===== src/design/knapsack_fitness_elite_select_unit_assert.svh =====
`ifndef KNAPSACK_FITNESS_ELITE_SELECT_UNIT_ASSERT_SVH
`define KNAPSACK_FITNESS_ELITE_SELECT_UNIT_ASSERT_SVH

// Same-cycle implication
`define KFES_ASSERT_NOW(lbl, clk, rst_n, ante, cons, msg) \
    lbl: assert property (@(posedge clk) disable iff (!rst_n) (ante) |-> (cons)) else $error(msg);

// Next-cycle implication
`define KFES_ASSERT_NEXT(lbl, clk, rst_n, ante, cons, msg) \
    lbl: assert property (@(posedge clk) disable iff (!rst_n) (ante) |=> (cons)) else $error(msg);

`endif


===== src/design/kfes_pkg.sv =====
package kfes_pkg;

    localparam int KIND_W     = 2;
    localparam int SLOT_W     = 6;
    localparam int BYTE_W     = 8;
    localparam int GENE_BITS  = 40;
    localparam int SCORE_W    = 14;
    localparam int SUM_W      = 14;
    localparam int RANK_W     = 3;
    localparam int MEMBER_W   = 4;
    localparam int RESULT_CAP = 8;

    localparam logic [KIND_W-1:0] KIND_GENE   = 2'd0;
    localparam logic [KIND_W-1:0] KIND_CHROMO = 2'd1;
    localparam logic [KIND_W-1:0] KIND_EVAL   = 2'd2;

    localparam logic [SCORE_W-1:0] CAP_RESET = 14'd100;

    typedef struct packed {
        logic load;
        logic eval_start;
        logic chr_rd;
        logic gene_ld;
        logic gene_acc;
        logic score_wr;
        logic scan_ld;
        logic scan_step;
        logic emit;
    } t_cmd;

    typedef struct packed {
        logic gene_last;
        logic member_last;
        logic idx_last;
        logic rank_last;
        logic out_free;
    } t_sts;

endpackage


===== src/design/kfes_ifs.sv =====
interface kfes_in_if;
    import kfes_pkg::*;
    logic                 valid;
    logic                 ready;
    logic [KIND_W-1:0]    kind;
    logic [SLOT_W-1:0]    slot;
    logic [BYTE_W-1:0]    gene_weight;
    logic [BYTE_W-1:0]    gene_value;
    logic [GENE_BITS-1:0] genes;
    modport source (output valid, kind, slot, gene_weight, gene_value, genes, input ready);
    modport sink (input valid, kind, slot, gene_weight, gene_value, genes, output ready);
endinterface

interface kfes_out_if;
    import kfes_pkg::*;
    logic                valid;
    logic                ready;
    logic [RANK_W-1:0]   rank;
    logic [MEMBER_W-1:0] member;
    logic [SCORE_W-1:0]  score;
    logic                last;
    modport source (output valid, rank, member, score, last, input ready);
    modport sink (input valid, rank, member, score, last, output ready);
endinterface

interface kfes_cfg_if;
    import kfes_pkg::*;
    logic               valid;
    logic               ready;
    logic [SCORE_W-1:0] data;
    modport source (output valid, data, input ready);
    modport sink (input valid, data, output ready);
endinterface


===== src/design/knapsack_fitness_elite_select_unit.sv =====
// Load transactions (gene entry or chromosome): one per cycle, no result.
// Evaluate: scoring takes one gene per cycle through the shared accumulator, member by
// member; then each of min(PARENTS,POP,8) results comes from a scan of the score store
// over every member, then waits out any output stall. Input is held off until done.
// Reset clears control state, selection marks and output valid; capacity resets to 100.
// Gene tables and chromosome store are undefined until written.
module knapsack_fitness_elite_select_unit #(
    parameter int GENES   = 40,
    parameter int POP     = 16,
    parameter int PARENTS = 8
) (
    input  logic              i_clk,
    input  logic              i_rst_n,
    kfes_in_if.sink           i_in,
    kfes_cfg_if.sink          i_cfg,
    kfes_out_if.source        o_res
);
    import kfes_pkg::*;

`include "knapsack_fitness_elite_select_unit_assert.svh"

    localparam int RES_A = (PARENTS < POP) ? PARENTS : POP;
    localparam int RES_N = (RES_A < RESULT_CAP) ? RES_A : RESULT_CAP;

    t_cmd cmd;
    t_sts sts;

    assign i_cfg.ready = 1'b1;

    kfes_ctrl u_ctrl (
        .i_clk      (i_clk),
        .i_rst_n    (i_rst_n),
        .i_in_valid (i_in.valid),
        .i_in_kind  (i_in.kind),
        .o_in_ready (i_in.ready),
        .i_sts      (sts),
        .o_cmd      (cmd)
    );

    kfes_dp #(
        .GENES   (GENES),
        .POP     (POP),
        .PARENTS (PARENTS)
    ) u_dp (
        .i_clk         (i_clk),
        .i_rst_n       (i_rst_n),
        .i_cmd         (cmd),
        .o_sts         (sts),
        .i_kind        (i_in.kind),
        .i_slot        (i_in.slot),
        .i_gene_weight (i_in.gene_weight),
        .i_gene_value  (i_in.gene_value),
        .i_genes       (i_in.genes),
        .i_cfg_valid   (i_cfg.valid),
        .i_cfg_data    (i_cfg.data),
        .o_out_valid   (o_res.valid),
        .i_out_ready   (o_res.ready),
        .o_rank        (o_res.rank),
        .o_member      (o_res.member),
        .o_score       (o_res.score),
        .o_last        (o_res.last)
    );

    `KFES_ASSERT_NEXT(a_eval_busy, i_clk, i_rst_n, i_in.valid && i_in.ready && (i_in.kind == KIND_EVAL), !i_in.ready, "input ready straight after evaluate")
    `KFES_ASSERT_NOW(a_last_rank, i_clk, i_rst_n, o_res.valid && o_res.last, o_res.rank == RANK_W'(RES_N - 1), "last flag on wrong rank")
    `KFES_ASSERT_NOW(a_emit_free, i_clk, i_rst_n, cmd.emit, sts.out_free, "result overwrites pending transaction")

endmodule


===== src/design/kfes_ctrl.sv =====
module kfes_ctrl (
    input  logic                        i_clk,
    input  logic                        i_rst_n,
    input  logic                        i_in_valid,
    input  logic [kfes_pkg::KIND_W-1:0] i_in_kind,
    output logic                        o_in_ready,
    input  kfes_pkg::t_sts              i_sts,
    output kfes_pkg::t_cmd              o_cmd
);
    import kfes_pkg::*;

    typedef enum logic [7:0] {
        S_IDLE     = 8'b0000_0001,
        S_CHR_RD   = 8'b0000_0010,
        S_GENE_LD  = 8'b0000_0100,
        S_GENE_ACC = 8'b0000_1000,
        S_SCORE_WR = 8'b0001_0000,
        S_SCAN_LD  = 8'b0010_0000,
        S_SCAN     = 8'b0100_0000,
        S_EMIT     = 8'b1000_0000
    } t_state;

    t_state r_state;
    t_state n_state;

    always_comb begin
        n_state    = r_state;
        o_cmd      = '0;
        o_in_ready = 1'b0;
        case (r_state)
            S_IDLE: begin
                o_in_ready = 1'b1;
                if (i_in_valid) begin
                    o_cmd.load = 1'b1;
                    if (i_in_kind == KIND_EVAL) begin
                        o_cmd.eval_start = 1'b1;
                        n_state          = S_CHR_RD;
                    end
                end
            end
            S_CHR_RD: begin
                o_cmd.chr_rd = 1'b1;
                n_state      = S_GENE_LD;
            end
            S_GENE_LD: begin
                o_cmd.gene_ld = 1'b1;
                n_state       = S_GENE_ACC;
            end
            S_GENE_ACC: begin
                o_cmd.gene_acc = 1'b1;
                if (i_sts.gene_last) begin
                    n_state = S_SCORE_WR;
                end
            end
            S_SCORE_WR: begin
                o_cmd.score_wr = 1'b1;
                n_state        = i_sts.member_last ? S_SCAN_LD : S_CHR_RD;
            end
            S_SCAN_LD: begin
                o_cmd.scan_ld = 1'b1;
                n_state       = S_SCAN;
            end
            S_SCAN: begin
                o_cmd.scan_step = 1'b1;
                if (i_sts.idx_last) begin
                    n_state = S_EMIT;
                end
            end
            S_EMIT: begin
                if (i_sts.out_free) begin
                    o_cmd.emit = 1'b1;
                    n_state    = i_sts.rank_last ? S_IDLE : S_SCAN_LD;
                end
            end
            default: begin
                n_state = S_IDLE;
            end
        endcase
    end

    always_ff @(posedge i_clk) begin
        if (!i_rst_n) begin
            r_state <= S_IDLE;
        end else begin
            r_state <= n_state;
        end
    end

endmodule


===== src/design/kfes_dp.sv =====
module kfes_dp #(
    parameter int GENES   = 40,
    parameter int POP     = 16,
    parameter int PARENTS = 8
) (
    input  logic                           i_clk,
    input  logic                           i_rst_n,
    input  kfes_pkg::t_cmd                 i_cmd,
    output kfes_pkg::t_sts                 o_sts,
    input  logic [kfes_pkg::KIND_W-1:0]    i_kind,
    input  logic [kfes_pkg::SLOT_W-1:0]    i_slot,
    input  logic [kfes_pkg::BYTE_W-1:0]    i_gene_weight,
    input  logic [kfes_pkg::BYTE_W-1:0]    i_gene_value,
    input  logic [kfes_pkg::GENE_BITS-1:0] i_genes,
    input  logic                           i_cfg_valid,
    input  logic [kfes_pkg::SCORE_W-1:0]   i_cfg_data,
    output logic                           o_out_valid,
    input  logic                           i_out_ready,
    output logic [kfes_pkg::RANK_W-1:0]    o_rank,
    output logic [kfes_pkg::MEMBER_W-1:0]  o_member,
    output logic [kfes_pkg::SCORE_W-1:0]   o_score,
    output logic                           o_last
);
    import kfes_pkg::*;

    localparam int GENE_N = (GENES < GENE_BITS) ? GENES : GENE_BITS;
    localparam int TAW    = (GENES > 1) ? $clog2(GENES) : 1;
    localparam int PAW    = $clog2(POP);
    localparam int RES_A  = (PARENTS < POP) ? PARENTS : POP;
    localparam int RES_N  = (RES_A < RESULT_CAP) ? RES_A : RESULT_CAP;

    logic [BYTE_W-1:0]    m_weight [GENES];
    logic [BYTE_W-1:0]    m_value  [GENES];
    logic [GENE_BITS-1:0] m_chromo [POP];
    logic [SCORE_W-1:0]   m_score  [POP];

    logic [SCORE_W-1:0]   r_cap;
    logic [GENE_BITS-1:0] r_chr_q;
    logic [GENE_BITS-1:0] r_shift;
    logic [BYTE_W-1:0]    r_w_q;
    logic [BYTE_W-1:0]    r_v_q;
    logic [SUM_W-1:0]     r_wsum;
    logic [SUM_W-1:0]     r_vsum;
    logic [TAW-1:0]       r_gene;
    logic [PAW-1:0]       r_member;
    logic [PAW-1:0]       r_idx;
    logic [SCORE_W-1:0]   r_sc_q;
    logic [PAW-1:0]       r_best;
    logic [SCORE_W-1:0]   r_best_sc;
    logic                 r_best_vld;
    logic [POP-1:0]       r_taken;
    logic [RANK_W-1:0]    r_rank;
    logic                 r_out_vld;

    logic                 tbl_we;
    logic                 tbl_re;
    logic [TAW-1:0]       tbl_ra;
    logic                 chr_we;
    logic                 sc_re;
    logic [PAW-1:0]       sc_ra;
    logic [SCORE_W-1:0]   score_new;
    logic [7:0]           best_ext;
    logic                 better;

    always_comb begin
        o_sts.gene_last   = (r_gene == TAW'(GENE_N - 1));
        o_sts.member_last = (r_member == PAW'(POP - 1));
        o_sts.idx_last    = (r_idx == PAW'(POP - 1));
        o_sts.rank_last   = (r_rank == RANK_W'(RES_N - 1));
        o_sts.out_free    = !r_out_vld || i_out_ready;
    end

    assign tbl_we = i_cmd.load && (i_kind == KIND_GENE) && (7'(i_slot) < 7'(GENES));
    assign chr_we = i_cmd.load && (i_kind == KIND_CHROMO) && (7'(i_slot) < 7'(POP));
    assign tbl_re = i_cmd.gene_ld || (i_cmd.gene_acc && !o_sts.gene_last);
    assign tbl_ra = i_cmd.gene_ld ? '0 : r_gene + TAW'(1);
    assign sc_re  = i_cmd.scan_ld || (i_cmd.scan_step && !o_sts.idx_last);
    assign sc_ra  = i_cmd.scan_ld ? '0 : r_idx + PAW'(1);

    // sums of at most 40 bytes stay below the score ceiling
    assign score_new = (r_wsum > r_cap) ? '0 : r_vsum;
    assign better    = !r_taken[r_idx] && (!r_best_vld || (r_sc_q > r_best_sc));
    assign best_ext  = 8'(r_best);

    always_ff @(posedge i_clk) begin
        if (tbl_we) begin
            m_weight[i_slot[TAW-1:0]] <= i_gene_weight;
            m_value[i_slot[TAW-1:0]]  <= i_gene_value;
        end
        if (tbl_re) begin
            r_w_q <= m_weight[tbl_ra];
            r_v_q <= m_value[tbl_ra];
        end
    end

    always_ff @(posedge i_clk) begin
        if (chr_we) begin
            m_chromo[i_slot[PAW-1:0]] <= i_genes;
        end
        if (i_cmd.chr_rd) begin
            r_chr_q <= m_chromo[r_member];
        end
    end

    always_ff @(posedge i_clk) begin
        if (i_cmd.score_wr) begin
            m_score[r_member] <= score_new;
        end
        if (sc_re) begin
            r_sc_q <= m_score[sc_ra];
        end
    end

    always_ff @(posedge i_clk) begin
        if (i_cmd.gene_ld) begin
            r_shift <= r_chr_q;
            r_wsum  <= '0;
            r_vsum  <= '0;
            r_gene  <= '0;
        end else if (i_cmd.gene_acc) begin
            if (r_shift[0]) begin
                r_wsum <= r_wsum + SUM_W'(r_w_q);
                r_vsum <= r_vsum + SUM_W'(r_v_q);
            end
            r_shift <= r_shift >> 1;
            r_gene  <= r_gene + TAW'(1);
        end
    end

    always_ff @(posedge i_clk) begin
        if (i_cmd.eval_start) begin
            r_member <= '0;
        end else if (i_cmd.score_wr && !o_sts.member_last) begin
            r_member <= r_member + PAW'(1);
        end
        if (i_cmd.scan_ld) begin
            r_idx      <= '0;
            r_best_vld <= 1'b0;
        end else if (i_cmd.scan_step) begin
            if (better) begin
                r_best     <= r_idx;
                r_best_sc  <= r_sc_q;
                r_best_vld <= 1'b1;
            end
            r_idx <= r_idx + PAW'(1);
        end
        if (i_cmd.eval_start) begin
            r_rank <= '0;
        end else if (i_cmd.emit) begin
            r_rank <= r_rank + RANK_W'(1);
        end
        if (i_cmd.emit) begin
            o_rank   <= r_rank;
            o_member <= best_ext[MEMBER_W-1:0];
            o_score  <= r_best_sc;
            o_last   <= o_sts.rank_last;
        end
    end

    always_ff @(posedge i_clk) begin
        if (!i_rst_n) begin
            r_cap     <= CAP_RESET;
            r_taken   <= '0;
            r_out_vld <= 1'b0;
        end else begin
            if (i_cfg_valid) begin
                r_cap <= i_cfg_data;
            end
            if (i_cmd.eval_start) begin
                r_taken <= '0;
            end else if (i_cmd.emit) begin
                r_taken[r_best] <= 1'b1;
            end
            if (i_cmd.emit) begin
                r_out_vld <= 1'b1;
            end else if (i_out_ready) begin
                r_out_vld <= 1'b0;
            end
        end
    end

    assign o_out_valid = r_out_vld;

endmodule


===== src/flat_wrapper.sv =====
// flat-port wrapper written by rule: the top's interface ports become plain ports
module knapsack_fitness_elite_select_unit_flat import kfes_pkg::*;
#(
    parameter int GENES   = 40,
    parameter int POP     = 16,
    parameter int PARENTS = 8
)
  (i_clk, i_rst_n, i_in_valid, i_in_kind, i_in_slot, i_in_gene_weight, i_in_gene_value, i_in_genes, i_in_ready, i_cfg_valid, i_cfg_data, i_cfg_ready, o_res_valid, o_res_rank, o_res_member, o_res_score, o_res_last, o_res_ready);
  kfes_in_if i_in_i ();
  kfes_cfg_if i_cfg_i ();
  kfes_out_if o_res_i ();
  input  logic i_clk;
  input  logic i_rst_n;
  input wire logic [$bits(i_in_i.valid)-1:0] i_in_valid;
  input wire logic [$bits(i_in_i.kind)-1:0] i_in_kind;
  input wire logic [$bits(i_in_i.slot)-1:0] i_in_slot;
  input wire logic [$bits(i_in_i.gene_weight)-1:0] i_in_gene_weight;
  input wire logic [$bits(i_in_i.gene_value)-1:0] i_in_gene_value;
  input wire logic [$bits(i_in_i.genes)-1:0] i_in_genes;
  output wire logic [$bits(i_in_i.ready)-1:0] i_in_ready;
  input wire logic [$bits(i_cfg_i.valid)-1:0] i_cfg_valid;
  input wire logic [$bits(i_cfg_i.data)-1:0] i_cfg_data;
  output wire logic [$bits(i_cfg_i.ready)-1:0] i_cfg_ready;
  output wire logic [$bits(o_res_i.valid)-1:0] o_res_valid;
  output wire logic [$bits(o_res_i.rank)-1:0] o_res_rank;
  output wire logic [$bits(o_res_i.member)-1:0] o_res_member;
  output wire logic [$bits(o_res_i.score)-1:0] o_res_score;
  output wire logic [$bits(o_res_i.last)-1:0] o_res_last;
  input wire logic [$bits(o_res_i.ready)-1:0] o_res_ready;
  assign i_in_i.valid = i_in_valid;
  assign i_in_i.kind = i_in_kind;
  assign i_in_i.slot = i_in_slot;
  assign i_in_i.gene_weight = i_in_gene_weight;
  assign i_in_i.gene_value = i_in_gene_value;
  assign i_in_i.genes = i_in_genes;
  assign i_in_ready = i_in_i.ready;
  assign i_cfg_i.valid = i_cfg_valid;
  assign i_cfg_i.data = i_cfg_data;
  assign i_cfg_ready = i_cfg_i.ready;
  assign o_res_valid = o_res_i.valid;
  assign o_res_rank = o_res_i.rank;
  assign o_res_member = o_res_i.member;
  assign o_res_score = o_res_i.score;
  assign o_res_last = o_res_i.last;
  assign o_res_i.ready = o_res_ready;
  knapsack_fitness_elite_select_unit #(.GENES(GENES), .POP(POP), .PARENTS(PARENTS)) u_core (.i_clk(i_clk), .i_rst_n(i_rst_n), .i_in(i_in_i), .i_cfg(i_cfg_i), .o_res(o_res_i));
endmodule

===== config.mk =====
export PLATFORM = sky130hd
export DESIGN_NAME = knapsack_fitness_elite_select_unit_flat
export DESIGN_NICKNAME = d
export VERILOG_FILES = /design/src/design/kfes_pkg.sv /design/src/design/kfes_ifs.sv /design/src/design/knapsack_fitness_elite_select_unit.sv /design/src/design/kfes_ctrl.sv /design/src/design/kfes_dp.sv /design/src/flat_wrapper.sv
export VERILOG_INCLUDE_DIRS = /design/src /design/src/design
export SDC_FILE = /design/constraint.sdc
export NUM_CORES = 2
export LEC_CHECK = 0
export BUFFER_PORTS_ARGS = -buffer_cell sky130_fd_sc_hd__clkbuf_2
export CAP_MARGIN = 15
export CORE_ASPECT_RATIO = 1.1
export CORE_MARGIN = 4
export CORE_UTILIZATION = 60
export CTS_CLUSTER_DIAMETER = 80
export DETAILED_ROUTE_END_ITERATION = 10
export PLACE_DENSITY = 0.77
export SYNTH_ARGS = -nofsm -noshare
export SYNTH_HDL_FRONTEND = slang
export SYNTH_SLANG_ARGS = --single-unit

===== constraint.sdc =====
create_clock -name i_clk -period 7.1 [get_ports i_clk]
set_input_delay 1.065 -clock i_clk [delete_from_list [all_inputs] [get_ports i_clk]]
set_output_delay 1.065 -clock i_clk [all_outputs]
set_load 0.03 [all_outputs]

==> results.yml <==
power:
  p_int_uw: 16300
  seqPwrFrac_pct: 55.2
  switching_share_pct: 20.2
  leakagePower_uw: 0.0244
  power_density_nw_per_um2: 269
  net-switching-power_uw: 4130
  share_comb_of_total_power_pct: 3.2
  clock_power_share_pct: 41.7
  irDropWorstVdd_uv: 340
floorplan:
  core-area_sq_um: 113000
  die_w_um: 330
  die_height_um: 362
  initial_core_util_pct: 60.5
  num_rows: 129
  io_pins: 108
  die_area_sq_um: 119000
place:
  pre_cts_slack_ns: 3.10
  io_buffer_count: 106
  gp_congestion: 0.881
  placed_area_sq_um: 70900
  dp_hpwl_mm: 91.3
global_route:
  grt_max_degree: 161
  grt_pass1_wl_mm: 247
  antenna_found_initial: 10
  track_usage_pct: 28.1
  overflow: 0
  grt_pass1_vias: 37600
clock_tree:
  path_clk_slew_ns: 0.06
  cts_num_sinks: 1739
  cts_buffers: 165
  clockRootBuffer: "clkbuf_16"
  ctsHoldBuffers: 0
  cts_resized: 0
  clkLatencyLatePin_ns: 0.78
  clk_path_buf_depth: 3
  cts_htree_levels: 4
  cts_tree: "done"
  cts_setup_buffers: 0
logic_synthesis:
  seq_area_frac_synth_pct: 75.2
  synth_top_family_by_area: "multiplexers"
  yosysWarningCount: 0
  synthAdderAreaFrac_pct: 1.01
  synth.area.top_cells: "edfxtp_1 (73%), mux4_2 (7.2%), dfxtp_1 (2.5%)"
  synth_nets: 4184
  synth_seq_cells: 1739
  syn_inst: 4047
  synth-simple-area-share_pct: 5.86
  synth_cell_types: 78
  synthMuxAreaShare_pct: 8.59
  syn_area_sq_um: 68300
  ys.flop_type: "edfxtp_1"
  synth_edf_count: 1654
  syn_avg_cell_area_sq_um: 16.9
  synth_compound_area_share_pct: 7.20
  synth_area_leader_cell: "edfxtp_1"
  ys_async_sr_fraction_pct: 0
  synth_xor_xnor_area_share_pct: 0.321
  yosys.area.top_type_share_pct: 72.7
layout:
  layout-area-overhead-vs-synth_pct: 11.4
  mostFrequentLayoutCells: "edfxtp_1 (1,654), nand2_1 (411), mux4_2 (217)"
  nNetsFinal: 4328
  fin_area_sq_um: 76100
  final_common_cell: "edfxtp_1"
  drive_gt1_share_pct: 16.9
hold_path:
  hold_class: "reg -> reg"
critical_path:
  worstSetupPathType: "reg -> reg"
  start_kind: "register"
  worst_ep_arrival_time_ns: 4.68
  crit_buf_inv: 3
  slowest_delay_ns: 0.61
  crit_top_cell: "buf_4"
  path_cells: "ha_2 > buf_4 > inv_1 > a21oi_4 > buf_4 > nor2_1 > a22o_1 > a22oi_1 > a211oi_1 > a211o_1"
  critical_path.top_delay_family: "buffers and inverters"
  slowest_stage: "buf_4"
  worstSetupEndpointType: "register"
  crit_fanout: 55
  critPathRequiredTime_ns: 7.63
detailed_routing:
  num_vias: 38700
  drc: 0
  wirelength_mm: 167
  wl_per_cell_um: 28.6
  drt-initial-drc-count: 5675
  via_per_inst: 6.64
  dr.pass1.iters: 8
  drtAntennaViolNets: 0
sta:
  min_period_over_period_pct: 58.4
  worst-slew-pin-transition_ns: 1.19
  period_minus_slack_ns: 4.14
  fin_tns_setup_ns: 0
  max_slew_margin_pct: 20.8
  whs_ns: 0.450
  fmax_mhz: 241
  rsz0062_at_grt: "false"
  finalSetupViolations: 0
  setup_ws_ns: 2.96
  hold_viol_final: 0
  skew_ns: 0.0306
  maxSlewViolCount: 0
outcome:
  status: "finished, final reports clean"
job:
  maxCapViolCount: 0
-- state kept, by name, summed over array words and instances (netlist names), 6 cells and up --
name                   cells
u_core.u_dp.r_sc_q        14
u_core.u_dp.m_chromo     640
u_core.u_ctrl.r_state      8
u_core.u_dp.m_score      224
u_core.u_dp.r_shift       40
u_core.u_dp.r_chr_q       40
u_core.u_dp.m_value      320
u_core.u_dp.r_wsum        14
u_core.u_dp.m_weight     320
u_core.u_dp.r_vsum        14
u_core.u_dp.o_score       14
u_core.u_dp.r_taken       16
u_core.u_dp.r_w_q          8
u_core.u_dp.r_best_sc     14
u_core.u_dp.r_v_q          8
u_core.u_dp.r_cap         14
u_core.u_dp.r_gene         6
-- metrics by stage --
stage | power, uW | utilization, % | instances
2_1_floorplan | 11800 | - | 4047
3_3_place_gp | 12100 | 62.8 | 5526
3_5_place_dp | 12100 | 62.8 | 5526
4_1_cts | 20500 | 67.4 | 5818
5_1_grt | 21100 | 67.4 | 5825
6_report | 20400 | 67.4 | 5828
-- path summary, 6_finish.rpt --
| path | start | end | slack [ns] | cells past startpoint |
|---|---|---|---|---|
| worst max-delay path | u_core.u_dp.r_gene[0] | u_core.u_dp.r_w_q[2] | 2.96 | 10 |
| worst min-delay path | u_core.u_dp.r_best_sc[1] | u_core.u_dp.o_score[1] | 0.45 | 0 |
| worst max register to register | u_core.u_dp.r_gene[0] | u_core.u_dp.r_w_q[2] | 2.96 | 10 |
| worst min register to register | u_core.u_dp.r_best_sc[1] | u_core.u_dp.o_score[1] | 0.45 | 0 |
-- final cells by class --
cell class,count,area [sq um]
Antenna cell,6,15.0
Timing Repair Buffer,218,1430
Fill cell,7153,36700
Clock buffer,205,4420
Inverter,54,204
Clock inverter,87,757
Tap cell,1506,1880
Sequential cell,1739,51400
Multi-Input combinational cell,2013,16000
-- power groups by stage --
stage,Combinational [uW],Sequential (uW),Clock [uW]
4_1_cts,641,11300,8610
3_3_place_gp,617,11500,0
6_report,646,11300,8520
3_5_place_dp,632,11500,0
2_1_floorplan,353,11500,0
5_1_grt,691,11300,9090
-- cell usage after synthesis, types with 13 or more instances --
master / count
a221oi_1: 13
nor2_1: 173
o211ai_1: 42
xnor2_1: 19
buf_2: 40
mux4_2: 217
mux2i_1: 88
buf_1: 41
dfxtp_1: 85
nand3_1: 72
nor3_1: 42
nand2b_1: 17
a21oi_1: 130
a31oi_1: 76
a2111oi_0: 14
edfxtp_1: 1654
o221ai_1: 81
nand4_1: 20
nor2b_1: 78
a22oi_1: 41
o21ai_0: 144
a211oi_1: 46
nand2_1: 414
ha_1: 52
o22ai_1: 57
or3_1: 14
inv_1: 53
clkbuf_1: 146
-- logic make-up after synthesis --
kind of cell	count (synthesis)
DFF	1739
and+or+nand+nor	881
AOI/OAI and AO/OA	738
muxes	314
buffers and inverters	295
adders and majority gates	54
xor gates and xnor gates	25
other	1
-- per-layer routing --
layer / part of all wire [%] / GRT usage, % / vias to the layer above
met5: 0.030 / 0 / -
met4: 3.7 / 10.4 / 8
met3: 11 / 6.79 / 403
met2: 48 / 44.2 / 2528
met1: 37 / 38.9 / 19400
li1: - / - / 16400
Note: power is estimated with default switching activity, not from simulation.
